--- config.mk ---
export PLATFORM = sky130hd
export DESIGN_NAME = hsvsp_front
export DESIGN_NICKNAME = d
export VERILOG_FILES = /design/src/rtl/hsvsp_pkg.sv /design/src/rtl/hsvsp_front.sv
export SDC_FILE = /design/constraint.sdc
export NUM_CORES = 1
export LEC_CHECK = 0
export BUFFER_PORTS_ARGS = -buffer_cell sky130_fd_sc_hd__buf_2
export CORE_MARGIN = 4
export CORE_UTILIZATION = 65
export DETAILED_ROUTE_END_ITERATION = 16
export PLACE_DENSITY = 0.95
export SYNTH_ARGS = -nofsm -noshare
export SYNTH_HDL_FRONTEND = slang
export SYNTH_SLANG_ARGS = --single-unit
--- constraint.sdc ---
create_clock -name clk -period 11.7 [get_ports clk]
set_clock_uncertainty 0.2 [all_clocks]
set_input_delay 2.925 -clock clk [delete_from_list [all_inputs] [get_ports clk]]
set_output_delay 2.925 -clock clk [all_outputs]
set_load 0.03 [all_outputs]
--- src/rtl/hsvsp_pkg.sv ---
`default_nettype none

package hsvsp_pkg;

  // fixed field widths
  localparam int DIM_W     = 13;
  localparam int PIX_W     = 12;
  localparam int BYTE_W    = 8;
  localparam int OFFSET_W  = 26;
  localparam int CFG_IDX_W = 2;

  // largest usable image size
  localparam logic [DIM_W-1:0] MAX_DIM   = 13'd4096;
  localparam logic [DIM_W-1:0] DIM_RESET = 13'd256;

  localparam logic [BYTE_W-1:0] ALPHA_OPAQUE = 8'hFF;

  // integer quotient bits of the hue divide (hue sector 0..6)
  localparam int INT_STEPS = 3;

  localparam logic [CFG_IDX_W-1:0] REG_IMAGE_WIDTH  = 2'd0;
  localparam logic [CFG_IDX_W-1:0] REG_IMAGE_HEIGHT = 2'd1;

  typedef struct packed {
    logic [DIM_W-1:0] width;
    logic [DIM_W-1:0] height;
  } cfg_t;

  typedef enum logic [2:0] {
    SEC_RED_YELLOW   = 3'd0,
    SEC_YELLOW_GREEN = 3'd1,
    SEC_GREEN_CYAN   = 3'd2,
    SEC_CYAN_BLUE    = 3'd3,
    SEC_BLUE_MAGENTA = 3'd4,
    SEC_MAGENTA_RED  = 3'd5
  } sector_t;

endpackage

`default_nettype wire

--- src/rtl/hsvsp_front.sv ---
`default_nettype none

module hsvsp_front (
  input  wire logic                            clk,
  input  wire logic [1:0]                      en,
  input  wire hsvsp_pkg::cfg_t                 cfg,
  input  wire logic [hsvsp_pkg::PIX_W-1:0]     pixel_x,
  input  wire logic [hsvsp_pkg::PIX_W-1:0]     pixel_y,
  output logic      [hsvsp_pkg::PIX_W+2:0]     hue_num,
  output logic      [hsvsp_pkg::DIM_W-1:0]     hue_den,
  output logic      [hsvsp_pkg::PIX_W-1:0]     sat_num,
  output logic      [hsvsp_pkg::DIM_W-1:0]     sat_den,
  output logic      [hsvsp_pkg::OFFSET_W-1:0]  offset
);
  import hsvsp_pkg::*;

  logic [DIM_W-1:0]   w_m1;
  logic [DIM_W-1:0]   h_m1;
  logic [PIX_W-1:0]   xs;
  logic [PIX_W-1:0]   ys;
  logic [PIX_W+2:0]   x6;
  logic [PIX_W+DIM_W-1:0] row_prod;
  logic [OFFSET_W-3:0]    pix_index;

  assign w_m1 = cfg.width - 13'd1;
  assign h_m1 = cfg.height - 13'd1;

  // saturate coordinates to the last column / row
  always_ff @(posedge clk) begin
    if (en[0]) begin
      xs <= ({1'b0, pixel_x} >= cfg.width)  ? w_m1[PIX_W-1:0] : pixel_x;
      ys <= ({1'b0, pixel_y} >= cfg.height) ? h_m1[PIX_W-1:0] : pixel_y;
    end
  end

  assign x6        = ({3'b000, xs} << 2) + ({3'b000, xs} << 1);
  assign row_prod  = ys * cfg.width;
  assign pix_index = row_prod[OFFSET_W-3:0] + (OFFSET_W-2)'(xs);

  // size of one divides by one instead (numerator is zero there)
  always_ff @(posedge clk) begin
    if (en[1]) begin
      hue_num <= x6;
      hue_den <= (cfg.width == 13'd1) ? 13'd1 : w_m1;
      sat_num <= ys;
      sat_den <= (cfg.height == 13'd1) ? 13'd1 : h_m1;
      offset  <= {pix_index, 2'b00};
    end
  end

endmodule

`default_nettype wire

=== Yosys cells after proc, flatten, opt, wreduce, memory -nomap -nowiden ===
Cells that the tools add are included.
Widths: inputs -> output; s select.

* Flip-flop bits (word level): 101
* Bits of input ports: 53
* Output and inout port bits: 79
* Word-level logic and storage cells: 18

* Add/subtract/negate cells: 4
* Multiply operators: 1
* Order comparisons: 2
* Equal/unequal tests: 2
* Mux-type cells: 2

{| class="wikitable"
|+ Operator list
! operator !! count
|-
| $eq 13x1->1 const B || 2
|-
| $ge 12x13->1 || 2
|-
| $sub 13x1->13 const B || 2
|-
| $add 24x12->24 || 1
|-
| $mul 12x13->24 || 1
|-
| $mux 12 || 2
|-
| $add 14x13->15 || 1
|}

=== Logic depth before layout (Yosys ltp) ===
* Depth in word-level cells: 2
* Mapped depth: 20
* Mapped depth without buffers: 18

=== Worst setup path after synthesis ===
Ideal clock, no wire load.

* Kind: in2reg
* Start point: input cfg[23] in the netlist's numbering
* End point: register offset[22] in the netlist's numbering (data pin)
* Arrival: 7.497 ns
* Data required time: 11.365 ns
* Setup slack: 3.868 ns
* Stages on the path: 19
* Path buffers: 2
* Path through: clkbuf_1 > clkbuf_1 > and2_1 > fa_1 > inv_1 > fa_1 > inv_1 > fa_1 > fa_1 > inv_1 > fa_1 > inv_1 > ha_1 > and4_1 > o21ai_1 > a21oi_1 > o31a_1 > a2111o_1 > nand3_1

* Longest elaborated chain between the ends: 2

{| class="wikitable"
|+ Ends and longest elaborated chain
! what !! line !! source
|-
| start: declaration || hsvsp_front.sv:6 || <nowiki>input wire hsvsp_pkg::cfg_t cfg,</nowiki>
|-
| $mul 12x13->24 || hsvsp_front.sv:37 || <nowiki>assign row_prod = ys * cfg.width;</nowiki>
|-
| $add 24x12->24 || hsvsp_front.sv:38 || <nowiki>assign pix_index = row_prod[OFFSET_W-3:0] + (OFFSET_W-2)'(xs);</nowiki>
|-
| via pix_index[20] || hsvsp_front.sv:23 || <nowiki>logic [OFFSET_W-3:0] pix_index;</nowiki>
|-
| end signal: assignment || hsvsp_front.sv:47 || <nowiki>offset <= {pix_index, 2'b00};</nowiki>
|-
| end: declaration || hsvsp_front.sv:13 || <nowiki>output logic [hsvsp_pkg::OFFSET_W-1:0] offset</nowiki>
|}

The timed path passes the listed nets, and every way through them passes these cells.
A chain may end at the register's enable or synchronous reset.

=== Final worst setup path ===
* Start point: input cfg[22] in the netlist's numbering
* End point: register offset[22] in the netlist's numbering (data pin)

Same word-level chain as after synthesis.

==> Implementation_results.wiki <==
{| class="wikitable"
! Metric !! Value
|-
| Number of max-cap violations || 0
|-
| Required time of the critical path || 11730 ps
|-
| Sw power || 1650 uW
|-
| Vias in the first global route || 8511
|-
| Iteration-0 DRC count of the detailed router || 561
|-
| Fin crit share || 66.2%
|-
| Clock power share || 9.0%
|-
| Slack of the critical path || 3960 ps
|-
| Root buffer cell || sky130_fd_sc_hd__clkbuf_16
|-
| Per-instance average area after synthesis || 9.99 um2
|-
| PostCTS Resize Cnt || 0
|-
| Mean number of vias per cell || 5.82
|-
| Share of cells above drive strength 1 || 13.4%
|-
| Total of buffers placed on input and output ports || 128
|-
| Unrepaired setup endpoints after global routing || false
|-
| Final standard cell area without fillers || 11700 um2
|-
| P_int || 1790 uW
|-
| Highest-count cells in the layout ignoring fill and taps || sky130_fd_sc_hd__inv_1 (233), sky130_fd_sc_hd__buf_2 (127), sky130_fd_sc_hd__fa_1 (121)
|-
| Setup Total Neg Slack || 0 ps
|-
| Combinational cell fraction of total power || 72.3%
|-
| Kind of launch point of the worst setup path || primary input
|-
| Number of enable flip-flop cells after synthesis || 100
|-
| Switching share of total power || 47.9%
|-
| Number of vias after detailed routing || 8079
|-
| Final Max Slew Viols || 0
|-
| Arrival time at the worst endpoint || 7780 ps
|-
| Power per Cell Area || 294 nW/um2
|-
| RePlAce Congestion || 0.930
|-
| Number of synthesized register bits || 100
|-
| DRC violation count after routing || 0
|-
| Worst Setup End Kind || flop
|-
| Number of distinct library cell variants in the gate-level netlist after synthesis || 55
|-
| Die ar. || 18500 um2
|-
| Total Wirelength || 24.0 mm
|-
| Routed wire length per instance || 17.3 um
|-
| Wire length of the first global-routing pass || 40.0 mm
|-
| Worst setup path category || primary input to flop
|-
| Cell count after synthesis || 1064
|-
| Sequential group share of total power || 18.6%
|-
| Async set-or-reset flop fraction in the synthesized netlist || 0%
|-
| Starting Density || 66.7%
|-
| Commonest non-fill, non-tap cell in the layout || sky130_fd_sc_hd__inv_1
|-
| Peak VDD IR || 0.328 mV
|-
| Layout Nets || 1451
|-
| Worst reg-to-reg path cell count || 16
|-
| Clock tree from TritonCTS || yes
|-
| Antenna violations before repair || 0
|-
| Die X-Extent || 136 um
|-
| Post-placement setup slack || 3620 ps
|-
| Area growth syn-to-layout || 9.96%
|-
| Hold crit path type || flop to flop
|-
| GRT Overall Usage || 27.8%
|-
| Number of antenna repair diodes || 0
|-
| Worst hold path stage count || 0
|-
| Number of placement rows || 46
|-
| Floorplan core area || 15900 um2
|-
| Min cycle time layout || 7740 ps
|-
| Placed cell area || 11400 um2
|-
| Detailed Place HPWL || 18.4 mm
|-
| Clock latency on the worst-skew pair || 370 ps
|-
| Grt ovf || 0
|-
| Total clock buffers created by CTS || 9
|-
| Top fanout value on the critical path || 16
|-
| DIE HEIGHT || 136 um
|-
| Leakage power figure || 0.00574 uW
|-
| Clock sink count || 100
|-
| Remaining antenna violation count || 0
|-
| Result of the run || completed
|-
| First-pass iteration count of the detailed router || 6
|-
| Dominant register cell in the synthesized netlist || sky130_fd_sc_hd__edfxtp_1
|-
| Maximum number of pins on one net before global-route repair || 77
|-
| Least-Margin Pin Slew || 1010 ps
|-
| Area of the mapped netlist || 10600 um2
|-
| Hold_buf cts || 0
|-
| Remaining max-slew budget at the tightest pin || 32.7%
|-
| Clock transition at the registers of the reported paths || 70 ps
|-
| Final Hold Fails || 0
|-
| Timing-limited maximum frequency || 129 MHz
|-
| Synthesis warning total || 0
|-
| Total setup violations reported at the end of the flow || 0
|-
| Fraction of the yosys area taken by sequential cells || 28.2%
|-
| Number of I/O pins || 132
|-
| Post-CTS Repair Setup Buffers || 0
|-
| Number of buffers between clock root and the deepest sink || 2
|-
| Number of levels in the clock H-tree || 3
|}
## path summary, 6_finish.rpt
kind	from	endpoint	slack (ps)
worst max-delay path	cfg[22]	offset[22]	3960
worst min-delay path	xs[0]	hue_num[1]	330
worst max register to register	ys[3]	offset[22]	5980
worst min register to register	xs[0]	hue_num[1]	330
## worst max-delay path: stages
cell and delay [ps]:
sky130_fd_sc_hd__buf_2 210, sky130_fd_sc_hd__and2_1 220, sky130_fd_sc_hd__fa_1 550, sky130_fd_sc_hd__inv_1 60
sky130_fd_sc_hd__fa_1 500, sky130_fd_sc_hd__inv_1 60, sky130_fd_sc_hd__fa_1 510, sky130_fd_sc_hd__fa_1 510
sky130_fd_sc_hd__inv_1 60, sky130_fd_sc_hd__fa_1 520, sky130_fd_sc_hd__inv_1 50, sky130_fd_sc_hd__ha_1 370
sky130_fd_sc_hd__o21a_1 150, sky130_fd_sc_hd__o21ai_1 110, sky130_fd_sc_hd__a21oi_1 90, sky130_fd_sc_hd__o31a_1 380
sky130_fd_sc_hd__a2111o_1 420, sky130_fd_sc_hd__nand3_1 70
## final cells by class
class	instances	area, um2
clock buffers	10	229
clock inverters	6	71.3
fillers	1062	4250
inverters	233	875
multi-input cells	694	6580
flip-flops and latches	100	3000
well taps	216	270
repair buffers	130	658
## sequential cells by signal, summed over array words and instances (netlist names)
name,flops
ys,12
sat_num,12
hue_den,13
sat_den,13
hue_num,14
offset,24
xs,12
## cell families (layout without fill, tap and decap cells)
logic type,Yosys count,count (layout),share of synthesized area (%)
adder cells (fa/ha/maj),230,230,35.6
flip-flops,100,100,28.2
buffers and inverters,272,379,9.90
other,1,3,0.0353
XOR/XNOR,49,49,4.04
AO/OA/AOI/OAI,122,122,7.66
AND/OR/NAND/NOR,275,275,13.1
multiplexers,15,15,1.44
## through the flow
stage | cells | hold slack [ps] | util (%) | total power [uW]
floorplan | 1066 | 261 | - | 2550
global placement | 1373 | 288 | 71.4 | 2970
detailed placement | 1373 | 299 | 71.4 | 3100
CTS | 1389 | 323 | 73.3 | 3440
global route | 1389 | 354 | 73.3 | 3790
finish | 1389 | 326 | 73.3 | 3440
## power groups by stage
stage / Clock [uW] / Sequential (uW) / Combinational [uW]
global route: 327 / 648 / 2820
CTS: 313 / 641 / 2480
global placement: 0 / 648 / 2320
floorplan: 0 / 762 / 1790
finish: 310 / 641 / 2490
detailed placement: 0 / 648 / 2460
## synth_stat cells, types with 2 or more instances
| cell type | instances | area, um2 |
|---|---|---|
| sky130_fd_sc_hd__o211ai_1 | 6 | 45.0 |
| sky130_fd_sc_hd__inv_1 | 233 | 875 |
| sky130_fd_sc_hd__nor3_1 | 15 | 75.1 |
| sky130_fd_sc_hd__ha_1 | 109 | 1360 |
| sky130_fd_sc_hd__and3_1 | 3 | 18.8 |
| sky130_fd_sc_hd__o21bai_1 | 5 | 37.5 |
| sky130_fd_sc_hd__a2111o_1 | 2 | 22.5 |
| sky130_fd_sc_hd__a31oi_1 | 13 | 81.3 |
| sky130_fd_sc_hd__a21oi_1 | 40 | 200 |
| sky130_fd_sc_hd__nand4_1 | 3 | 18.8 |
| sky130_fd_sc_hd__and4_1 | 2 | 17.5 |
| sky130_fd_sc_hd__o21a_1 | 5 | 37.5 |
| sky130_fd_sc_hd__and2_1 | 89 | 557 |
| sky130_fd_sc_hd__xnor2_1 | 39 | 342 |
| sky130_fd_sc_hd__nor2_1 | 42 | 158 |
| sky130_fd_sc_hd__a221oi_1 | 3 | 26.3 |
| sky130_fd_sc_hd__o2111ai_1 | 2 | 17.5 |
| sky130_fd_sc_hd__o21ai_1 | 2 | 10.0 |
| sky130_fd_sc_hd__a31o_2 | 2 | 17.5 |
| sky130_fd_sc_hd__edfxtp_1 | 100 | 3000 |
| sky130_fd_sc_hd__nand3_1 | 9 | 45.0 |
| sky130_fd_sc_hd__nand2b_1 | 7 | 43.8 |
| sky130_fd_sc_hd__nor2b_1 | 5 | 31.3 |
| sky130_fd_sc_hd__buf_4 | 4 | 30.0 |
| sky130_fd_sc_hd__mux2i_1 | 13 | 130 |
| sky130_fd_sc_hd__xor2_1 | 10 | 87.6 |
| sky130_fd_sc_hd__nand2_1 | 86 | 323 |
| sky130_fd_sc_hd__clkbuf_1 | 32 | 120 |
| sky130_fd_sc_hd__or3_1 | 3 | 18.8 |
| sky130_fd_sc_hd__nor4_1 | 6 | 37.5 |
| sky130_fd_sc_hd__a211oi_1 | 8 | 60.1 |
| sky130_fd_sc_hd__buf_6 | 2 | 22.5 |
| sky130_fd_sc_hd__fa_1 | 121 | 2420 |
| sky130_fd_sc_hd__a21o_1 | 8 | 60.1 |
| sky130_fd_sc_hd__and4b_1 | 2 | 20.0 |
| sky130_fd_sc_hd__o21ai_0 | 14 | 70.1 |
## routing by layer
metal	track usage, %	part of all wire [%]
met1	32.4	35
met2	49.7	52
met3	4.00	7.7
met4	14.4	5.2
met5	0	0
Note: power is estimated with default switching activity, not from simulation.
