<file path="src/rtl/hsvsp_pkg.sv">
`default_nettype none

package hsvsp_pkg;

  // fixed field widths
  localparam int DIM_W     = 13;
  localparam int PIX_W     = 12;
  localparam int BYTE_W    = 8;
  localparam int OFFSET_W  = 26;
  localparam int CFG_IDX_W = 2;

  // largest usable image size
  localparam logic [DIM_W-1:0] MAX_DIM   = 13'd4096;
  localparam logic [DIM_W-1:0] DIM_RESET = 13'd256;

  localparam logic [BYTE_W-1:0] ALPHA_OPAQUE = 8'hFF;

  // integer quotient bits of the hue divide (hue sector 0..6)
  localparam int INT_STEPS = 3;

  localparam logic [CFG_IDX_W-1:0] REG_IMAGE_WIDTH  = 2'd0;
  localparam logic [CFG_IDX_W-1:0] REG_IMAGE_HEIGHT = 2'd1;

  typedef struct packed {
    logic [DIM_W-1:0] width;
    logic [DIM_W-1:0] height;
  } cfg_t;

  typedef enum logic [2:0] {
    SEC_RED_YELLOW   = 3'd0,
    SEC_YELLOW_GREEN = 3'd1,
    SEC_GREEN_CYAN   = 3'd2,
    SEC_CYAN_BLUE    = 3'd3,
    SEC_BLUE_MAGENTA = 3'd4,
    SEC_MAGENTA_RED  = 3'd5
  } sector_t;

endpackage

`default_nettype wire

</file>
<file path="src/rtl/hsvsp_div_lane.sv">
`default_nettype none

module hsvsp_div_lane #(
  parameter int STEPS = 19,
  parameter int AW    = 15,
  parameter int DW    = 13
) (
  input  wire logic             clk,
  input  wire logic [STEPS-1:0] en,
  input  wire logic [AW-1:0]    num,
  input  wire logic [DW-1:0]    den,
  output logic      [STEPS-1:0] quo
);
  import hsvsp_pkg::*;

  localparam int RW = DW + INT_STEPS;

  logic [RW-1:0]    rem [STEPS-1];
  logic [DW-1:0]    dsr [STEPS-1];
  logic [STEPS-1:0] qp  [STEPS];

  // one quotient bit per stage, restoring
  for (genvar k = 0; k < STEPS; k++) begin : g_step
    logic [RW-1:0]    r_in;
    logic [DW-1:0]    d_in;
    logic [STEPS-1:0] q_in;
    logic [RW-1:0]    r_sh;
    logic [RW-1:0]    dv;
    logic             qbit;
    logic [RW-1:0]    r_new;

    if (k == 0) begin : g_first
      assign r_in = RW'(num);
      assign d_in = den;
      assign q_in = '0;
    end else begin : g_rest
      assign r_in = rem[k-1];
      assign d_in = dsr[k-1];
      assign q_in = qp[k-1];
    end

    if (k < INT_STEPS) begin : g_int
      assign r_sh = r_in;
      assign dv   = RW'(d_in) << (INT_STEPS - 1 - k);
    end else begin : g_frac
      assign r_sh = r_in << 1;
      assign dv   = RW'(d_in);
    end

    assign qbit  = (r_sh >= dv);
    assign r_new = qbit ? (r_sh - dv) : r_sh;

    always_ff @(posedge clk) begin
      if (en[k]) begin
        qp[k] <= {q_in[STEPS-2:0], qbit};
      end
    end

    if (k < STEPS - 1) begin : g_carry
      always_ff @(posedge clk) begin
        if (en[k]) begin
          rem[k] <= r_new;
          dsr[k] <= d_in;
        end
      end
    end
  end

  assign quo = qp[STEPS-1];

endmodule

`default_nettype wire

</file>
<file path="config.mk">
export PLATFORM = sky130hd
export DESIGN_NAME = hsvsp_div_lane
export DESIGN_NICKNAME = d
export VERILOG_FILES = /design/src/rtl/hsvsp_pkg.sv /design/src/rtl/hsvsp_div_lane.sv
export SDC_FILE = /design/constraint.sdc
export NUM_CORES = 1
export LEC_CHECK = 0
export BUFFER_PORTS_ARGS = -buffer_cell sky130_fd_sc_hd__buf_2
export CAP_MARGIN = 10
export CORE_MARGIN = 5
export CORE_UTILIZATION = 45
export CTS_CLUSTER_DIAMETER = 30
export DETAILED_ROUTE_END_ITERATION = 6
export PLACE_DENSITY = 0.61
export SLEW_MARGIN = 30
export SYNTH_ARGS = -nofsm -noshare
export SYNTH_HDL_FRONTEND = slang
export SYNTH_SLANG_ARGS = --single-unit
</file>
<file path="constraint.sdc">
create_clock -name clk -period 3.4 [get_ports clk]
set_input_delay 0 -clock clk [delete_from_list [all_inputs] [get_ports clk]]
set_output_delay 0 -clock clk [all_outputs]
set_load 0.01 [all_outputs]
</file>
## Word level (Yosys, flattened, before mapping)

Memories as Yosys holds them, arrays and structs flattened.
Cells that the tools add are included.

- Register bits: 0
- Latch bits: 0
- Memory bits (writable): 883
- ROM bits: 0
- Input bits: 48
- Logic and storage cells: 96
- Memories: 3

- Add/subtract/negate cells: 18
- Multipliers: 0
- Div/mod/pow operators: 0
- Order comparisons: 19
- Equality and inequality tests: 0
- Shift operators: 0
- Mux-type cells: 56
- Bitwise operators: 0
- Reductions and logical operators: 0

Memories:

| memory | depth | bits a word | read ports | clocked after Yosys merged registers in | wr ports | RTL line | RTL |
|---|---|---|---|---|---|---|---|
| qp | 19 | 19 | 19 | 0 | 19 | hsvsp_div_lane.sv:20 | `logic [STEPS-1:0] qp [STEPS];` |
| rem | 18 | 16 | 18 | 0 | 18 | hsvsp_div_lane.sv:18 | `logic [RW-1:0] rem [STEPS-1];` |
| dsr | 18 | 13 | 18 | 0 | 18 | hsvsp_div_lane.sv:19 | `logic [DW-1:0] dsr [STEPS-1];` |

Operator list:

| kind | count |
|---|---|
| $mux 16 | 18 |
| $ge 16x13->1 | 17 |
| $sub 16x13->16 | 16 |
| $mux 1 | 38 |
| $ge 16x14->1 | 1 |
| $sub 15x15->16 | 1 |
| $sub 16x14->16 | 1 |
| $ge 15x15->1 | 1 |

## Longest topological paths before layout

Gate-level depths: netlist of the first run.
An unclocked memory read counts as a cell.

- Depth after elaboration: 3
- Mapped depth: 12
- Mapped depth without buffers: 12

## Worst setup path before layout of the first run

No wires, ideal clock.

- Kind: register to register
- Start: memory rem[4][0] (netlist bit)
- End: memory rem[5][10] (netlist bit), data pin
- Setup time: 0.260 ns
- Data arrival time: 2.522 ns
- Required time: 3.140 ns
- Slack: 0.618 ns
- Cell stages (with the launch flop): 9
- Path buffers: 1
- Cells stage by stage: edfxtp_1 -> fa_1 -> a211oi_2 -> o21ai_1 -> a211oi_2 -> o22ai_1 -> a2111o_1 -> buf_6 -> mux2_4

RTL lines:

| item | RTL line |
|---|---|
| start: declaration | hsvsp_div_lane.sv:18 |

==> run_results.csv, run 1 <==
group,metric,value,unit
sta,setup_total_negative_slack,0,ps
power,leakagePower,17.8,nW
logic_synthesis,synthesis.nets,3346,
placed_design,dp_slack,278,ps
sta,worst_case_clock_skew,29.3,ps
routing,drc,0,
grt,grt_use_total,17.2,%
routing,route.detailed.vias_per_inst,5.33,
logic_synthesis,synthTopCellsByArea,"edfxtp_1 (57%), ha_1 (8.4%), a21oi_1 (3.5%)",
floorplan,initial_core_util,45.3,%
run,max_cap_violations,0,
setup_path,critPathRequiredTime,3830,ps
grt,grt_pass1_wl,122,mm
placed_design,post-dp-hpwl,54.8,mm
routing,detail_route.iter0.violations,1340,
floorplan,core.rowCount,104,
setup_path,crit_path_max_fanout,19,
min_path,holdCritPathClass,"primary input to register",
clocking,numCtsBuffers,150,
sta,rsz0062_at_grt,"false",
finish,num-fill-cells,6713,
routing,dr_total_vias,23848,
sta,worst_slew_pin_slew,939,ps
grt,antenna_found_initial,1,
clocking,clock_tree.htree_level_count,4,
grt,grt_max_degree,47,
placed_design,quantity_of_i_o_buffers_inserted_on_ports,66,
sta,post-route-period-util,93.1,%
finish,drive_above_1_share,14.0,%
clocking,clock_sink_count,696,
logic_synthesis,yosysTopAreaCell,"edfxtp_1",
setup_path,critical_path_class,"primary input to register",
routing,routed_wl,74.7,mm
logic_synthesis,post-synth-top-area-fraction,57.3,%
logic_synthesis,netlist-cell-type-count,87,
floorplan,dieArea,86800,um^2
finish,layout.area.seq,20900,um^2
sta,setup_viol,0,
logic_synthesis,synth.cell_area,36500,um^2
grt,via_count_of_the_first_global_routing_pass,24346,
finish,area_delta_synth_final,20.4,%
logic_synthesis,syn_avg_cell_area,12.0,um^2
logic_synthesis,synth_edf_count,696,
setup_path,arrival,3600,ps
finish,multiInputGateArea,14100,um^2
floorplan,die_width,295,um
grt,grt-ovfl-total,0,
floorplan,core-area,80400,um^2
logic_synthesis,yosysWarnings,0,
sta,min_period,3160,ps
routing,avgRoutedWirePerCell,16.7,um
routing,ant_nets,0,
finish,fin_nets,3597,
outcome,run_status,"complete, no violations",
logic_synthesis,main_flop_type_after_synthesis,"edfxtp_1",
sta,final-max-slew-violation-count,0,
setup_path,worst_setup_start_kind,"primary input",
sta,hold_viol,0,
sta,slew_headroom,37.2,%
power,ir_drop,0.000533,V
floorplan,chipHeight,295,um
logic_synthesis,postSynth.asyncResetShare,0,%
power,totalPowerFinal,0.0408,W
sta,setup_ws,236,ps
floorplan,floorplan.io_pins,67,
clocking,cts_tree,"done",
power,p_per_area,930,nW/um^2
min_path,min_delay_path_depth,2,
logic_synthesis,post_synth_inst_count,3034,
routing,drt_pre_antenna_iters,7,
sta,achievable-frequency,316,MHz
clocking,clockRootBuffer,"clkbuf_16",
clocking,worst_skew_pair.late_latency,700,ps
logic_synthesis,synth.yosys.seq_area_share,57.3,%
clocking,clockBufferDepth,3,
clocking,clk_pin_slew_worst_paths,40,ps
setup_path,worstRegToRegCells,7,
setup_path,worst_setup_path_end_kind,"register",
logic_synthesis,postSynthRegisterBits,696,
placed_design,place_congestion,0.885,
critical path, cell delays in order:
cell and delay [ps]:
dlygate4sd3_1 540, buf_2 130, inv_1 50, ha_1 170, inv_1 60, fa_1 410
a21o_1 200, a21o_1 200, a21o_1 220, o31ai_1 340, a21o_2 400, buf_4 220
o31ai_1 80, dlygate4sd3_1 550
cell usage in the layout (no fill, tap or decap), drive strengths merged, types with 18 or more instances in the layout:
cell type / instances
nor2b: 34
nand3: 33
nor3: 26
o21ai: 181
and3: 26
clkbuf: 158
dlygate4sd3: 56
xor2: 67
o21a: 39
a21o: 88
a31o: 18
o31ai: 27
ha: 246
a211oi: 35
inv: 344
xnor2: 94
nand2b: 37
mux2: 74
buf: 92
nand2: 179
clkinv: 64
a31oi: 20
nand4: 24
a211o: 24
fa: 18
edfxtp: 696
bufinv: 22
nor2: 233
a21oi: 254
layer usage:
layer / part of all wire (%) / wire [um] / up-vias / GRT usage [%]
li1: - / - / 11753 / -
met1: 43 / 32400 / 11399 / 21.6
met2: 50 / 37200 / 527 / 29.8
met3: 3.9 / 2940 / 169 / 3.13
met4: 2.8 / 2110 / 0 / 6.48
met5: 0 / 0 / - / 0
synth_stat cells, types with 5 or more instances:
cell type  instances
nor2b_1           34
o21bai_1          11
or2_2             17
inv_1            322
and3_1            26
a31oi_1           20
nand4_1           24
a31o_2            18
or3_1              9
o311ai_2           6
mux2_4            12
clkbuf_1          24
a21o_1            88
o31ai_1           26
o2111ai_1          5
o22ai_1            9
nand3_1           33
a21boi_0          10
xor2_1            67
o21ai_0          173
nand2_1          178
ha_1             246
a211oi_1          30
nand2b_1          37
xnor2_1           94
nor3_1            24
edfxtp_1         696
mux2i_1           14
a221oi_1           9
o211ai_1           5
o21a_1            39
a211o_1           24
nor4b_1            5
nor2_1           233
o21ai_1            5
buf_2             19
and2_1            12
nor4_1            13
fa_1              18
mux2_2            61
a21oi_1          254
what timing repair did:
item | 4_1_cts | 5_1_grt
gates resized for setup | 0 | 1
endpoints found under the setup margin | 0 | 2
setup buffers | 0 | 0
hold buffers | 53 | 3
endpoints found under the hold margin | 511 | 129
layout make-up:
cell class                      count  area share [%]
Sequential cell                   696            47.6
Multi-Input combinational cell   1967            32.2
Clock buffer                      158            8.67
Clock inverter                    120            3.25
Tap cell                         1060            3.02
Inverter                          322            2.75
Timing Repair Buffer              148            2.54
Antenna cell                        1         0.00570
path summary, 6_finish.rpt:
path	startpoint	to	slack [ps]
min reg2reg	qp[12][0]	qp[13][1]	410
min	den[11]	dsr[0][11]	60
max reg2reg	rem[4][0]	rem[5][6]	260
max	num[2]	rem[0][13]	240
cell families after synthesis:
logic type / synth area share, %
simple gates: 8.67
fa+ha+maj: 9.43
xor+xnor: 3.87
flops: 57.3
mux: 2.79
buf+inv: 3.97
compound gates: 13.9
registers in the layout (all words and copies together) (netlist names):
register	flops
rem	272
dsr	234
qp	190
power breakdown:
part           leakage, nW  total, W  internal, W  switching [W]
logic                 8.57    0.0129      0.00578        0.00708
clock network         2.53    0.0146      0.00988        0.00476
registers             6.72    0.0133       0.0122        0.00114
through the flow:
stage	cell area [um^2]	hold slack (ps)	cells	utilization, %
global placement	38100	191	4136	47.3
floorplan	36500	98.9	3034	-
finish	43900	60.4	4472	54.6
CTS	43900	0.190	4468	54.5
global route	43900	40.5	4472	54.6
detailed placement	38100	197	4137	47.4
Power figures use the tool's default switching activity.
==> run 2, diff against run 1 <==
--- a/config.mk
+++ b/config.mk
@@ -5,6 +5,7 @@
 export SDC_FILE = /design/constraint.sdc
 export NUM_CORES = 1
 export LEC_CHECK = 0
+export ABC_AREA = 1
 export BUFFER_PORTS_ARGS = -buffer_cell sky130_fd_sc_hd__buf_2
 export CAP_MARGIN = 10
 export CORE_MARGIN = 5
==> run_results.csv, run 2 <==
group,metric,value,unit
logic_synthesis,post_synth_inst_count,5005,
logic_synthesis,post-synth-top-area-fraction,49.4,%
sta,min_period,2480,ps
routing,drc,0,
clocking,clock_sink_count,696,
finish,drive_above_1_share,10.2,%
floorplan,core.rowCount,112,
clocking,worst_skew_pair.late_latency,750,ps
finish,fin_nets,5565,
logic_synthesis,most_instantiated_cells_after_synthesis,"nand2_1 (1,857), inv_1 (985), edfxtp_1 (696)",
grt,grt_max_degree,47,
power,p_per_area,904,nW/um^2
setup_path,worst_r2r_startpoint,"dsr[3][0]",
grt,antenna_found_initial,0,
sta,rsz0062_at_grt,"false",
finish,num-fill-cells,8666,
min_path,min-delay-start,"den[11]",
routing,ant_nets,0,
sta,post-route-period-util,72.9,%
logic_synthesis,syn_avg_cell_area,8.46,um^2
logic_synthesis,synthTopCellsByArea,"edfxtp_1 (49%), nand2_1 (16%), inv_1 (8.7%)",
sta,setup_ws,923,ps
routing,routed_wl,101,mm
logic_synthesis,netlist-cell-type-count,33,
routing,avgRoutedWirePerCell,15.2,um
power,leakagePower,24.6,nW
sta,setup_total_negative_slack,0,ps
placed_design,dp_slack,1060,ps
placed_design,place_congestion,0.919,
clocking,postCtsResizedCells,0,
floorplan,initial_core_util,45.4,%
routing,drt_pre_antenna_iters,6,
logic_synthesis,yosys.cell_count.top_type,"nand2_1",
sta,achievable-frequency,404,MHz
routing,route.detailed.vias_per_inst,4.83,
finish,area_delta_synth_final,18.3,%
min_path,min_delay_path_depth,2,
clocking,clock_tree.htree_level_count,4,
logic_synthesis,yosysTopAreaCell,"edfxtp_1",
logic_synthesis,synth.cell_area,42300,um^2
placed_design,quantity_of_i_o_buffers_inserted_on_ports,66,
setup_path,crit_path_max_fanout,17,
sta,hold_viol,0,
setup_path,critPathRequiredTime,3990,ps
logic_synthesis,synth.yosys.seq_area_share,49.4,%
setup_path,worst_setup_path_end_kind,"register",
clocking,clockRootBuffer,"clkbuf_16",
placed_design,post-dp-hpwl,76.9,mm
finish,largest-register,"rem",
power,ir_drop,0.000521,V
finish,mostFrequentLayoutCell,"nand2_1",
min_path,holdCritPathClass,"primary input to register",
setup_path,worstRegToRegCells,8,
floorplan,dieArea,100000,um^2
floorplan,core-area,93300,um^2
finish,insertedDiodeCount,0,
logic_synthesis,postSynth.asyncResetShare,0,%
clocking,clk_pin_slew_worst_paths,50,ps
sta,slew_headroom,36.6,%
sta,finalHoldWorstSlack,63.2,ps
outcome,run_status,"complete, no violations",
finish,most-common-layout-cells,"nand2_1 (1,857), inv_1 (985), edfxtp_1 (696), nand3_1 (310), ha_1 (246)",
sta,worst_slew_pin_slew,951,ps
grt,grt-ovfl-total,0,
setup_path,critPathLaunch,"num[2]",
routing,detail_route.iter0.violations,2329,
clocking,numCtsBuffers,155,
routing,dr_total_vias,32075,
setup_path,critical_path_class,"primary input to register",
logic_synthesis,synth_edf_count,696,
logic_synthesis,yosysWarnings,0,
logic_synthesis,synthesis.nets,5317,
setup_path,arrival,3070,ps
run,max_cap_violations,0,
grt,grt_pass1_wl,163,mm
grt,via_count_of_the_first_global_routing_pass,31281,
clocking,cts_tree,"done",
floorplan,floorplan.io_pins,67,
setup_path,worst_setup_start_kind,"primary input",
sta,final-max-slew-violation-count,0,
floorplan,chipHeight,317,um
grt,grt_use_total,20.4,%
sta,worst_case_clock_skew,43.8,ps
finish,largest_reg_flops,272,
clocking,clockBufferDepth,3,
finish,biggestRegsByFlops,"rem (272), dsr (234), qp (190)",
floorplan,die_width,317,um
logic_synthesis,postSynthRegisterBits,696,
sta,setup_viol,0,
finish,layout.core_utilization,53.7,%
logic_synthesis,main_flop_type_after_synthesis,"edfxtp_1",
==> run 2: changes by cell type in the layout (fill, tap and decap cells not counted), moves of 70 or more <==
cell     before   now
nand2_1     178  1857
inv_1       322   985
nand3_1      33   310
o21ai_0     173     8
a21oi_1     254   131
xnor2_1      94     2
a21o_1       87     0
nand2_2       1    71
==> run 2: logic make-up (layout without fill, tap and decap cells) <==
family	Yosys count	in the layout	share of synthesized area (%)
flops	696	696	49.4
buf+inv	1025	1403	9.71
fa+ha+maj	264	264	8.12
simple gates	2720	2720	27.6
xor+xnor	107	107	2.21
compound gates	193	193	2.99
==> run 2: report_power, final <==
group | leakage [nW] | switching [W] | internal [W] | total, W
logic | 15.2 | 0.0104 | 0.00558 | 0.0160
registers | 6.73 | 0.00140 | 0.0122 | 0.0136
clock network | 2.67 | 0.00517 | 0.0104 | 0.0156
==> run 2: path summary, 6_finish.rpt <==
kind | slack [ps] | end
max | 920 | rem[0][4]
min | 60 | dsr[0][11]
max reg2reg | 960 | rem[4][14]
min reg2reg | 400 | qp[3][2]
==> run 2: layout make-up <==
| type | instances | area (um^2) | area share, % |
|---|---|---|---|
| flip-flops and latches | 696 | 20900 | 41.7 |
| clock buffers | 167 | 3970 | 7.92 |
| multi-input cells | 3284 | 17300 | 34.6 |
| repair buffers | 127 | 966 | 1.93 |
| clock inverters | 120 | 1640 | 3.28 |
| well taps | 1254 | 1570 | 3.13 |
| inverters | 989 | 3710 | 7.41 |
==> run 2: critical path: stages <==
cell and delay, ps:
dlygate4sd3_1 530, buf_2 120, inv_1 60, ha_1 150, inv_1 100, fa_1 470, nand2_1 140, nand3_1 90
nand3_1 100, nand3_1 80, nand2_1 100, nand2_4 160, inv_2 260, nand2_1 80, nand2_1 80, dlygate4sd3_1 550
==> run 2: through the flow <==
stage	total power [W]	cell area [um^2]	instances
after floorplan	0.0256	42300	5005
after detailed placement	0.0296	43900	6290
after global routing	0.0486	50100	6637
final	0.0452	50100	6637
after global placement	0.0294	43800	6290
after CTS	0.0455	50100	6636
==> run 2: repair_timing <==
item | in CTS | in global routing
endpoints found under the hold margin | 695 | 0
hold buffers | 59 | 0
buffers inserted | 0 | 0
==> run 2: per-layer routing <==
metal / routed length (um) / part of all wire (%) / track usage, %
met1: 46600 / 46 / 27.8
met2: 45800 / 45 / 32.7
met3: 4970 / 4.9 / 3.15
met4: 3840 / 3.8 / 8.44
met5: 0 / 0 / 0
