<file path="src/rtl/hsvsp_pkg.sv">
`default_nettype none

package hsvsp_pkg;

  // fixed field widths
  localparam int DIM_W     = 13;
  localparam int PIX_W     = 12;
  localparam int BYTE_W    = 8;
  localparam int OFFSET_W  = 26;
  localparam int CFG_IDX_W = 2;

  // largest usable image size
  localparam logic [DIM_W-1:0] MAX_DIM   = 13'd4096;
  localparam logic [DIM_W-1:0] DIM_RESET = 13'd256;

  localparam logic [BYTE_W-1:0] ALPHA_OPAQUE = 8'hFF;

  // integer quotient bits of the hue divide (hue sector 0..6)
  localparam int INT_STEPS = 3;

  localparam logic [CFG_IDX_W-1:0] REG_IMAGE_WIDTH  = 2'd0;
  localparam logic [CFG_IDX_W-1:0] REG_IMAGE_HEIGHT = 2'd1;

  typedef struct packed {
    logic [DIM_W-1:0] width;
    logic [DIM_W-1:0] height;
  } cfg_t;

  typedef enum logic [2:0] {
    SEC_RED_YELLOW   = 3'd0,
    SEC_YELLOW_GREEN = 3'd1,
    SEC_GREEN_CYAN   = 3'd2,
    SEC_CYAN_BLUE    = 3'd3,
    SEC_BLUE_MAGENTA = 3'd4,
    SEC_MAGENTA_RED  = 3'd5
  } sector_t;

endpackage

`default_nettype wire

</file>
<file path="src/rtl/hsvsp_colour.sv">
`default_nettype none

module hsvsp_colour #(
  parameter int FRAC_BITS = 16
) (
  input  wire logic                         clk,
  input  wire logic [3:0]                   en,
  input  wire logic [FRAC_BITS+2:0]         hue_q,
  input  wire logic [FRAC_BITS+2:0]         sat_q,
  output logic      [hsvsp_pkg::BYTE_W-1:0] red,
  output logic      [hsvsp_pkg::BYTE_W-1:0] green,
  output logic      [hsvsp_pkg::BYTE_W-1:0] blue
);
  import hsvsp_pkg::*;

  localparam int F = FRAC_BITS;
  localparam logic [F:0]   ONE  = {1'b1, {F{1'b0}}};
  localparam logic [F+8:0] HALF = (F+9)'(1) << (F - 1);

  logic [2:0]     sec_raw;
  logic           wrap;
  logic [F-1:0]   frac;
  sector_t        sec_w;
  logic [F:0]     t_w;

  sector_t        p1_sec;
  logic [F:0]     p1_c;
  logic [F:0]     p1_t;
  logic [F:0]     p1_m;

  logic [2*F+1:0] prod;
  sector_t        p2_sec;
  logic [F:0]     p2_c;
  logic [F:0]     p2_x;
  logic [F:0]     p2_m;

  logic [F:0]     r_ch;
  logic [F:0]     g_ch;
  logic [F:0]     b_ch;
  logic [F:0]     v_r;
  logic [F:0]     v_g;
  logic [F:0]     v_b;

  logic [F+8:0]   t_r;
  logic [F+8:0]   t_g;
  logic [F+8:0]   t_b;

  // sector and fraction, hue of 360 back to 0
  assign sec_raw = hue_q[F+2:F];
  assign wrap    = (sec_raw >= 3'd6);
  assign frac    = wrap ? '0 : hue_q[F-1:0];
  assign sec_w   = wrap ? SEC_RED_YELLOW : sector_t'(sec_raw);
  assign t_w     = sec_w[0] ? (ONE - {1'b0, frac}) : {1'b0, frac};

  always_ff @(posedge clk) begin
    if (en[0]) begin
      p1_sec <= sec_w;
      p1_c   <= ONE - sat_q[F:0];
      p1_t   <= t_w;
      p1_m   <= sat_q[F:0];
    end
  end

  assign prod = p1_c * p1_t;

  always_ff @(posedge clk) begin
    if (en[1]) begin
      p2_sec <= p1_sec;
      p2_c   <= p1_c;
      p2_x   <= prod[2*F:F];
      p2_m   <= p1_m;
    end
  end

  always_comb begin
    r_ch = p2_c;
    g_ch = '0;
    b_ch = p2_x;
    case (p2_sec)
      SEC_RED_YELLOW:   begin r_ch = p2_c; g_ch = p2_x; b_ch = '0;   end
      SEC_YELLOW_GREEN: begin r_ch = p2_x; g_ch = p2_c; b_ch = '0;   end
      SEC_GREEN_CYAN:   begin r_ch = '0;   g_ch = p2_c; b_ch = p2_x; end
      SEC_CYAN_BLUE:    begin r_ch = '0;   g_ch = p2_x; b_ch = p2_c; end
      SEC_BLUE_MAGENTA: begin r_ch = p2_x; g_ch = '0;   b_ch = p2_c; end
      default:          begin r_ch = p2_c; g_ch = '0;   b_ch = p2_x; end
    endcase
  end

  always_ff @(posedge clk) begin
    if (en[2]) begin
      v_r <= r_ch + p2_m;
      v_g <= g_ch + p2_m;
      v_b <= b_ch + p2_m;
    end
  end

  // v * 255 rounded half-up
  assign t_r = {v_r, 8'b0} - (F+9)'(v_r) + HALF;
  assign t_g = {v_g, 8'b0} - (F+9)'(v_g) + HALF;
  assign t_b = {v_b, 8'b0} - (F+9)'(v_b) + HALF;

  always_ff @(posedge clk) begin
    if (en[3]) begin
      red   <= t_r[F+7:F];
      green <= t_g[F+7:F];
      blue  <= t_b[F+7:F];
    end
  end

endmodule

`default_nettype wire
</file>
<file path="config.mk">
export PLATFORM = sky130hd
export DESIGN_NAME = hsvsp_colour
export DESIGN_NICKNAME = d
export VERILOG_FILES = /design/src/rtl/hsvsp_pkg.sv /design/src/rtl/hsvsp_colour.sv
export SDC_FILE = /design/constraint.sdc
export NUM_CORES = 1
export LEC_CHECK = 0
export BUFFER_PORTS_ARGS = -buffer_cell sky130_fd_sc_hd__buf_4
export CORE_AREA = 2 2 177 179
export CTS_CLUSTER_DIAMETER = 120
export DETAILED_ROUTE_END_ITERATION = 10
export DIE_AREA = 0 0 179 181
export GPL_TIMING_DRIVEN = 0
export PLACE_DENSITY_LB_ADDON = 0.1
export SETUP_SLACK_MARGIN = 0.15
export SYNTH_ARGS = -nofsm -noshare
export SYNTH_HDL_FRONTEND = slang
export SYNTH_SLANG_ARGS = --single-unit
</file>
<file path="constraint.sdc">
create_clock -name clk -period 8 [get_ports clk]
set_input_delay 2.4 -clock clk [delete_from_list [all_inputs] [get_ports clk]]
set_output_delay 2.4 -clock clk [all_outputs]
set_load 0.02 [all_outputs]
</file>
; Yosys cells after proc, flatten, opt, wreduce, memory -nomap -nowiden
; Cells that the tools add are included.
[op_classes]
n_lt_le_gt_ge = 1
multipliers = 1
n_reduce_logical = 7
mux = 6
n_addsub = 11
n_eq_ne = 4
[ops]
columns = operator, count
row1 = $pmux W17 S2, 3
row2 = $add A24 B16 Y24 const B, 3
row3 = $sub A24 B17 Y24, 3
row4 = $add A17 B17 Y17, 3
row5 = $mul A17 B17 Y33, 1
row6 = $mux W16, 2
row7 = $sub A17 B16 Y17 const A, 1
row8 = $sub A17 B17 Y17 const A, 1
row9 = $reduce_or A2 Y1, 6
row10 = $eq A3 B2 Y1 const B, 2
row11 = $eq A3 B1 Y1 const B, 1
row12 = $eq A3 B3 Y1 const B, 1
row13 = $ge A3 B3 Y1 const B, 1
row14 = $logic_not A3 Y1, 1
row15 = $mux W1, 1
[totals]
output_inout_bits = 24
elab_cells = 46
regBits = 183

; Logic depth before layout (Yosys ltp)
; Gate-level depths: netlist of the first run.
[logic_depth]
ltp_word = 4
mapped_depth = 23

; Worst setup path before layout of the first run
; Ideal clock, no wire load.
[synth_timing]
path_kind = flip-flop to flip-flop
start = register p1_c[14]
end = register p2_x[13], data pin
setup_slack_ns = 1.980
synth_period_minus_slack_ns = 6.020
setup_ns = 0.259
n_path_buf = 2
arrival_time_ns = 5.761
path_stages_with_launch = 22
required_time_ns = 7.741
cell_sequence = edfxtp_1 clkbuf_1 clkbuf_1 nand2_1 fa_1 fa_1 fa_1 inv_1 fa_1 fa_1 inv_1 fa_1 inv_1 ha_1 a211o_1 o21bai_1 a41o_1 a32o_1 a31oi_1 o31ai_1 a21oi_1 xnor2_1
[synth_between]
elab_chain_len = 1
[synth_rtl]
columns = element, line_no
row1 = "start, declared", hsvsp_colour.sv:27  ; logic [F:0] p1_c;
row2 = "start signal, assigned", hsvsp_colour.sv:58  ; p1_c <= ONE - sat_q[F:0];
row3 = $mul A17 B17 Y33, hsvsp_colour.sv:64  ; assign prod = p1_c * p1_t;
row4 = via prod[29], hsvsp_colour.sv:31  ; logic [2*F+1:0] prod;
row5 = "end signal, assigned", hsvsp_colour.sv:70  ; p2_x <= prod[2*F:F];
row6 = "end, declared", hsvsp_colour.sv:34  ; logic [F:0] p2_x;
; The timed path passes the listed nets, and every way through them passes these cells.
; A chain may end at the register's enable or synchronous reset.

; Worst setup path in the final report of the first run
[layout_timing]
start = register p1_c[10]
end = register p2_x[16], data pin
; The elaborated chain is that of the path after synthesis.

==> results of run 1 <==
worst max path at each step:
| stage | slack, ps | depth (start not counted) | endpoint |
|---|---|---|---|
| after global routing | 580 | 17 | p2_x[16] |
| after floorplan | 1980 | 21 | p2_x[13] |
| after CTS | 890 | 17 | p2_x[13] |
| after global placement | 950 | 17 | p2_x[13] |
| after detailed placement | 940 | 17 | p2_x[13] |
| final | 780 | 17 | p2_x[16] |
cell families (layout without fill, tap and decap cells):
kind of cell	count (synthesis)	after routing	share of synthesized area
buf+inv	382	478	0.0736
fa+ha+maj	445	445	0.372
xor+xnor	113	113	0.0507
mux	4	4	0.00212
simple gates	508	508	0.126
flops	181	181	0.279
compound gates	266	266	0.0970
through the flow:
step	util	setup slack [ps]	cells
final	0.696	780	2391
after floorplan	-	1980	1899
after global placement	0.675	955	2359
after detailed placement	0.675	942	2359
after global routing	0.696	585	2391
after CTS	0.696	889	2391
worst max-delay path, cell delays in order, from the launching register on:
cell      delay, ps
edfxtp_1        600
clkbuf_1        660
nand2_1         180
fa_1            540
fa_1            590
fa_1            450
fa_1            550
inv_1            50
fa_1            510
fa_1            450
ha_1            320
o211ai_1         90
o21ai_0         760
a32oi_1         350
o211ai_1        380
a31oi_1         160
o21bai_1        180
xnor2_1         110
sequential cells by signal (all words and copies together) (netlist names):
name,count
p1_c,17
p1_t,17
p2_c,17
p2_x,17
v_b,17
v_g,17
v_r,17
p1_m,16
p2_m,16
blue,8
green,8
red,8
p1_sec,3
p2_sec,3
synth_stat cells (3+ instances only):
library cell    n  share of area
xnor2_1        65          0.029
o21a_1          6         0.0023
or3_1           7         0.0022
nand3_1        13         0.0033
nor2b_1         7         0.0022
a22o_1         47          0.021
a41oi_1         4         0.0018
a21oi_1        59          0.015
nand4b_1        5         0.0022
mux2i_1         3         0.0015
o21bai_1       13         0.0050
a211o_1         6         0.0027
or4_1           4         0.0015
nand2_1       211          0.041
clkbuf_1       48         0.0092
edfxtp_1      181           0.28
inv_1         332          0.064
o31ai_1         8         0.0031
o21ai_1         3        0.00077
and2_1        126          0.040
nor4_1         11         0.0035
a31oi_1         7         0.0022
o21ai_0        35         0.0090
nor3_1         22         0.0056
o211ai_1        4         0.0015
nand2b_1        6         0.0019
ha_1          221           0.14
xor2_1         48          0.022
or2_2           4         0.0013
o31a_1          3         0.0013
fa_1          224           0.23
a211oi_1        5         0.0019
a22oi_1         4         0.0015
nor2_1         70          0.013
nand4_1        14         0.0045
a21o_1         34          0.013
final cells by class:
type,instances,area [µm²],share of cell area
Buffer,50,190,0.00901
Tap cell,396,495,0.0235
Clock buffer,17,425,0.0201
Sequential cell,181,5440,0.257
Timing Repair Buffer,64,480,0.0228
Inverter,332,1250,0.0590
Clock inverter,15,206,0.00978
Multi-Input combinational cell,1336,12600,0.598
metal layers:
layer  up-vias  track usage
met3       156       0.0377
met4         0        0.157
met2       498        0.539
li1       6453            -
met5         -            0
met1      6811        0.343
==> load_flow_metrics.sql, run 1 <==
INSERT INTO impl_metrics (metric_group, metric, value, unit) VALUES
('floorplanning', 'fp.dieArea', '32400', 'µm²'),
('worst_setup_path', 'crit_path_start_kind', 'flop', ''),
('timing', 'finalClockSkew', '13.9', 'ps'),
('floorplanning', 'initial_core_util', '0.643', ''),
('detailed_routing', 'routed_via_density', '5.82', ''),
('outcome', 'status', 'finished, final reports clean', ''),
('floorplanning', 'floorplan.core_area', '30300', 'µm²'),
('clock_tree', 'cts_resized', '0', ''),
('detailed_routing', 'met3WireLength', '2390', 'µm'),
('synth', 'synth-seq-area-share', '0.279', ''),
('worst_setup_path', 'worst_r2r_dst', 'p2_x[16]', ''),
('timing', 'fin_setup_tns', '0', 'ps'),
('worst_setup_path', 'start_of_the_worst_register_to_register_path', 'p1_c[10]', ''),
('clock_tree', 'clock_sink_total', '181', ''),
('timing', 'max_clock_freq', '139', 'MHz'),
('clock_tree', 'hold_buffers', '0', ''),
('clock_tree', 'numCtsBuffers', '17', ''),
('worst_setup_path', 'setup.worst_path.end_class', 'flop', ''),
('final_layout', 'fillers', '2307', ''),
('synth', 'yosysWarningCount', '0', ''),
('worst_setup_path', 'worst_ep_arrival_time', '7410', 'ps'),
('final_layout', 'num-nets-final', '2470', ''),
('detailed_routing', 'routed-via-count', '13900', ''),
('detailed_routing', 'initialDrtViolationCount', '903', ''),
('detailed_routing', 'detail_route.first_pass.iterations', '5', ''),
('timing', 'slew_violations', '0', ''),
('place', 'place_congestion', '0.970', ''),
('clock_tree', 'clk_root_buf', 'clkbuf_16', ''),
('detailed_routing', 'route.final.wire_length', '45700', 'µm'),
('timing', 'relative_slew_slack', '0.357', ''),
('synth', 'yosys.cell_types.count', '66', ''),
('clock_tree', 'cts_tree', 'done', ''),
('worst_setup_path', 'timing.critical_path.required', '8190', 'ps'),
('worst_setup_path', 'worst_path_fanout_max', '10', ''),
('final_layout', 'insertedDiodeCount', '0', ''),
('timing', 'min_period_over_period', '0.902', ''),
('worst_hold_path', 'holdCritStartpoint', 'p1_m[5]', ''),
('timing', 'worst_slew_pin_slew', '954', 'ps'),
('final_layout', 'flow.area_growth_from_synthesis', '8.24', '%'),
('synth', 'synth_cells', '1899', ''),
('detailed_routing', 'dr.max_layer_used', 'met4', ''),
('timing', 'number_of_hold_violations_in_the_final_report', '0', ''),
('final_layout', 'mostFrequentLayoutCells', 'inv_1, fa_1, ha_1, nand2_1, edfxtp_1', ''),
('floorplanning', 'floorplan.io_pins', '67', ''),
('final_layout', 'layout.cells.most_common', 'inv_1', ''),
('final_layout', 'final_cell_area_excluding_filler_cells', '21100', 'µm²'),
('floorplanning', 'die_h', '181', 'µm'),
('detailed_routing', 'drt-wirelength-per-cell', '19.1', 'µm'),
('synth', 'synth-main-ff-cell', 'edfxtp_1', ''),
('worst_hold_path', 'hp-class', 'reg2reg', ''),
('detailed_routing', 'met2_wirelength', '23500', 'µm'),
('final_layout', 'share_of_post_route_cells_with_drive_strength_above_1', '0.0566', ''),
('place', 'standard_cell_area_after_detailed_placement', '20500', 'µm²'),
('detailed_routing', 'count_of_unresolved_drc_violations_after_routing', '0', ''),
('grt', 'first_pass_grt_wire_length', '74000', 'µm'),
('flow_run', 'maxCapViolations', '0', ''),
('clock_tree', 'postCtsSetupRepairBufs', '0', ''),
('grt', 'maximum_number_of_pins_on_one_net_before_global_route_repair', '54', ''),
('place', 'io_buffers', '64', ''),
('clock_tree', 'htreeDepth', '4', ''),
('synth', 'mappedNetlistNets', '2387', ''),
('timing', 'number_of_setup_violations_in_the_final_report', '0', ''),
('worst_setup_path', 'worst-r2r-setup-slack', '780', 'ps'),
('floorplanning', 'die_w', '179', 'µm'),
('floorplanning', 'core.rowCount', '64', ''),
('clock_tree', 'clk_latency', '450', 'ps'),
('detailed_routing', 'm1WireLength', '17400', 'µm'),
('grt', 'grt_usage', '0.299', ''),
('grt', 'antenna_found_initial', '0', ''),
('timing', 'min_period', '7220', 'ps'),
('place', 'detailedPlacementHpwl', '36900', 'µm');
Power of run 1 is not shown: default switching activity piles up to over one toggle a cycle in this logic, so the estimate is an artifact.
==> run 2, diff against run 1 <==
--- a/config.mk
+++ b/config.mk
@@ -6,11 +6,10 @@
 export NUM_CORES = 1
 export LEC_CHECK = 0
 export BUFFER_PORTS_ARGS = -buffer_cell sky130_fd_sc_hd__buf_4
-export CORE_AREA = 2 2 177 179
+export CORE_AREA = 2 2 185 187
 export CTS_CLUSTER_DIAMETER = 120
 export DETAILED_ROUTE_END_ITERATION = 10
-export DIE_AREA = 0 0 179 181
-export GPL_TIMING_DRIVEN = 0
+export DIE_AREA = 0 0 187 189
 export PLACE_DENSITY_LB_ADDON = 0.1
 export SETUP_SLACK_MARGIN = 0.15
 export SYNTH_ARGS = -nofsm -noshare
==> constraint.sdc (replaced) <==
create_clock -name clk -period 5.9 [get_ports clk]
set_input_delay 1.77 -clock clk [delete_from_list [all_inputs] [get_ports clk]]
set_output_delay 1.77 -clock clk [all_outputs]
set_load 0.02 [all_outputs]
==> run 2 against run 1 <==
  * The flow now finishes with violations (setup timing)
  * Die area rose by 9.1%
  * Non-clock buffer count increased by 87
  * Largest cell class unchanged
  * Count of clock-buffer cells in the layout is the same
  * Highest routed layer is now met5
  * Critical endpoint unchanged
  * Final cell count grew 5.8%
==> load_flow_metrics.sql, run 2 (synthesis results as in run 1) <==
INSERT INTO impl_metrics (metric_group, metric, value, unit) VALUES
('worst_setup_path', 'timing.critical_path.cells', 'buf_4, buf_6, and2_1, fa_1, inv_2, fa_2, fa_2, inv_2, fa_2, fa_1, inv_1, fa_1, inv_2, ha_4, a211o_1, o21bai_1, a41o_1, a32oi_1, buf_4, o211ai_1, a31oi_1, o21bai_1, xnor2_1', ''),
('floorplanning', 'fp.dieArea', '35300', 'µm²'),
('timing', 'slew_violations', '0', ''),
('final_layout', 'combined_area_of_the_multi_input_logic_cells', '13000', 'µm²'),
('worst_setup_path', 'crit_slowest_cell', 'fa_2', ''),
('final_layout', 'layout.area.seq', '5440', 'µm²'),
('outcome', 'status', 'finished with violations', ''),
('floorplanning', 'initial_core_util', '0.586', ''),
('final_layout', 'layout.cells.most_common', 'inv_1', ''),
('detailed_routing', 'routed_via_density', '5.48', ''),
('final_layout', 'insertedDiodeCount', '0', ''),
('grt', 'maximum_number_of_pins_on_one_net_before_global_route_repair', '54', ''),
('floorplanning', 'die_w', '187', 'µm'),
('timing', 'worst_slew_pin_slew', '841', 'ps'),
('floorplanning', 'core.rowCount', '67', ''),
('final_layout', 'num-nets-final', '2557', ''),
('timing', 'rsz_0062_raised_after_global_routing', 'yes', ''),
('detailed_routing', 'count_of_unresolved_drc_violations_after_routing', '0', ''),
('place', 'detailedPlacementHpwl', '35800', 'µm'),
('timing', 'min_period_over_period', '1.01', ''),
('floorplanning', 'floorplan.core_area', '33300', 'µm²'),
('clock_tree', 'cts.reportedPaths.clkPinSlew', '80', 'ps'),
('final_layout', 'share_of_post_route_cells_with_drive_strength_above_1', '0.159', ''),
('place', 'place_congestion', '0.884', ''),
('grt', 'grt_usage', '0.262', ''),
('detailed_routing', 'initialDrtViolationCount', '632', ''),
('final_layout', 'mostFrequentLayoutCells', 'inv_1, ha_1, fa_1, nand2_1, edfxtp_1', ''),
('clock_tree', 'cts.path.max_buffers', '2', ''),
('grt', 'first_global_vias', '14600', ''),
('clock_tree', 'clk_latency', '460', 'ps'),
('timing', 'min_period', '5950', 'ps'),
('timing', 'finalClockSkew', '18.8', 'ps'),
('worst_setup_path', 'worst_path_fanout_max', '5', ''),
('final_layout', 'fillers', '2541', ''),
('flow_run', 'maxCapViolations', '0', ''),
('worst_setup_path', 'setup.worst_path.end_class', 'flop', ''),
('place', 'io_buffers', '64', ''),
('final_layout', 'final_cell_area_excluding_filler_cells', '22400', 'µm²'),
('grt', 'antenna_found_initial', '1', ''),
('detailed_routing', 'routed-via-count', '13900', ''),
('worst_setup_path', 'crit_path_start_kind', 'flop', ''),
('worst_setup_path', 'worst_ep_arrival_time', '6160', 'ps'),
('floorplanning', 'die_h', '189', 'µm'),
('worst_setup_path', 'cpPeakStageDelay', '580', 'ps'),
('timing', 'relative_slew_slack', '0.432', ''),
('detailed_routing', 'route.final.wire_length', '44100', 'µm'),
('clock_tree', 'clock_sink_total', '181', ''),
('worst_hold_path', 'hp-class', 'reg2reg', ''),
('outcome', 'failed_checks', 'setup timing', ''),
('grt', 'grt.overflow.total', '0', ''),
('clock_tree', 'htreeDepth', '4', ''),
('timing', 'number_of_setup_violations_in_the_final_report', '2', ''),
('detailed_routing', 'drt-wirelength-per-cell', '17.4', 'µm'),
('timing', 'number_of_hold_violations_in_the_final_report', '0', ''),
('worst_setup_path', 'worst-setup-path-type', 'reg2reg', ''),
('place', 'standard_cell_area_after_detailed_placement', '21200', 'µm²'),
('timing', 'max_clock_freq', '168', 'MHz'),
('floorplanning', 'floorplan.io_pins', '67', ''),
('final_layout', 'flow.area_growth_from_synthesis', '15.0', '%'),
('detailed_routing', 'detail_route.first_pass.iterations', '5', ''),
('grt', 'first_pass_grt_wire_length', '72700', 'µm'),
('clock_tree', 'numCtsBuffers', '17', ''),
('worst_setup_path', 'timing.critical_path.required', '6110', 'ps'),
('clock_tree', 'clk_root_buf', 'clkbuf_16', ''),
('detailed_routing', 'final_antenna_net_count', '0', ''),
('clock_tree', 'hold_buffers', '0', ''),
('timing', 'fin_ws', '-45.0', 'ps'),
('clock_tree', 'cts_tree', 'done', '');
[run 2: cell types whose count changed in the layout (fill, tap and decap cells not counted), moves of 15 or more]
cell,before,now
fa_1,224,209
inv_1,332,316
inv_2,0,16
buf_6,0,15
clkbuf_1,48,0
fa_2,0,15
buf_4,64,180
[run 2: cell type report]
class	count	area share
tap	448	0.0250
inverter	332	0.0556
clock buffer	17	0.0190
multi-input combinational	1336	0.578
clock inverter	15	0.00787
timing repair buffer	201	0.0719
sequential	181	0.242
[run 2: metal layers]
layer	vias to the layer above	GRT usage	wire, µm
met5	-	0	8
met4	2	0.106	1680
met3	89	0.0460	2110
met2	341	0.476	22400
met1	6806	0.308	17800
li1	6629	-	-
[run 2: repair_timing]
action / 4_1_cts / 5_1_grt
gates resized for setup: 56 / 55
pin swaps: 44 / 52
buffers inserted: 23 / 10
endpoints found under the hold margin: 0 / 0
endpoints found under the setup margin: 15 / 16
[run 2: worst paths after layout]
kind | startpoint | end | slack (ps) | cells after the start
worst max-delay path | p1_c[8] | p2_x[16] | -50 | 23
worst min-delay path | p1_m[1] | p2_m[1] | 410 | 0
worst max register to register | p1_c[8] | p2_x[16] | -50 | 23
worst min register to register | p1_m[1] | p2_m[1] | 410 | 0
[run 2: critical path: cells and delay by family, from the launching register on]
family	cells	cell delay, ps
compound gates	7	1260
xor+xnor	1	130
fa+ha+maj	7	3120
buf+inv	7	690
flops	1	360
simple gates	1	150
[run 2: through the flow]
stage	setup TNS [ps]	hold WS [ps]	cells	util	setup WS (ps)
after floorplan	0	400	1899	-	150
after global placement	-1420	401	2465	0.637	-230
after detailed placement	-2120	405	2465	0.637	-292
after CTS	-13.5	411	2520	0.667	-13.5
after global routing	-1200	414	2530	0.674	-233
final	-66.7	409	2530	0.674	-45.0
Power of run 2 is left out for the same reason.
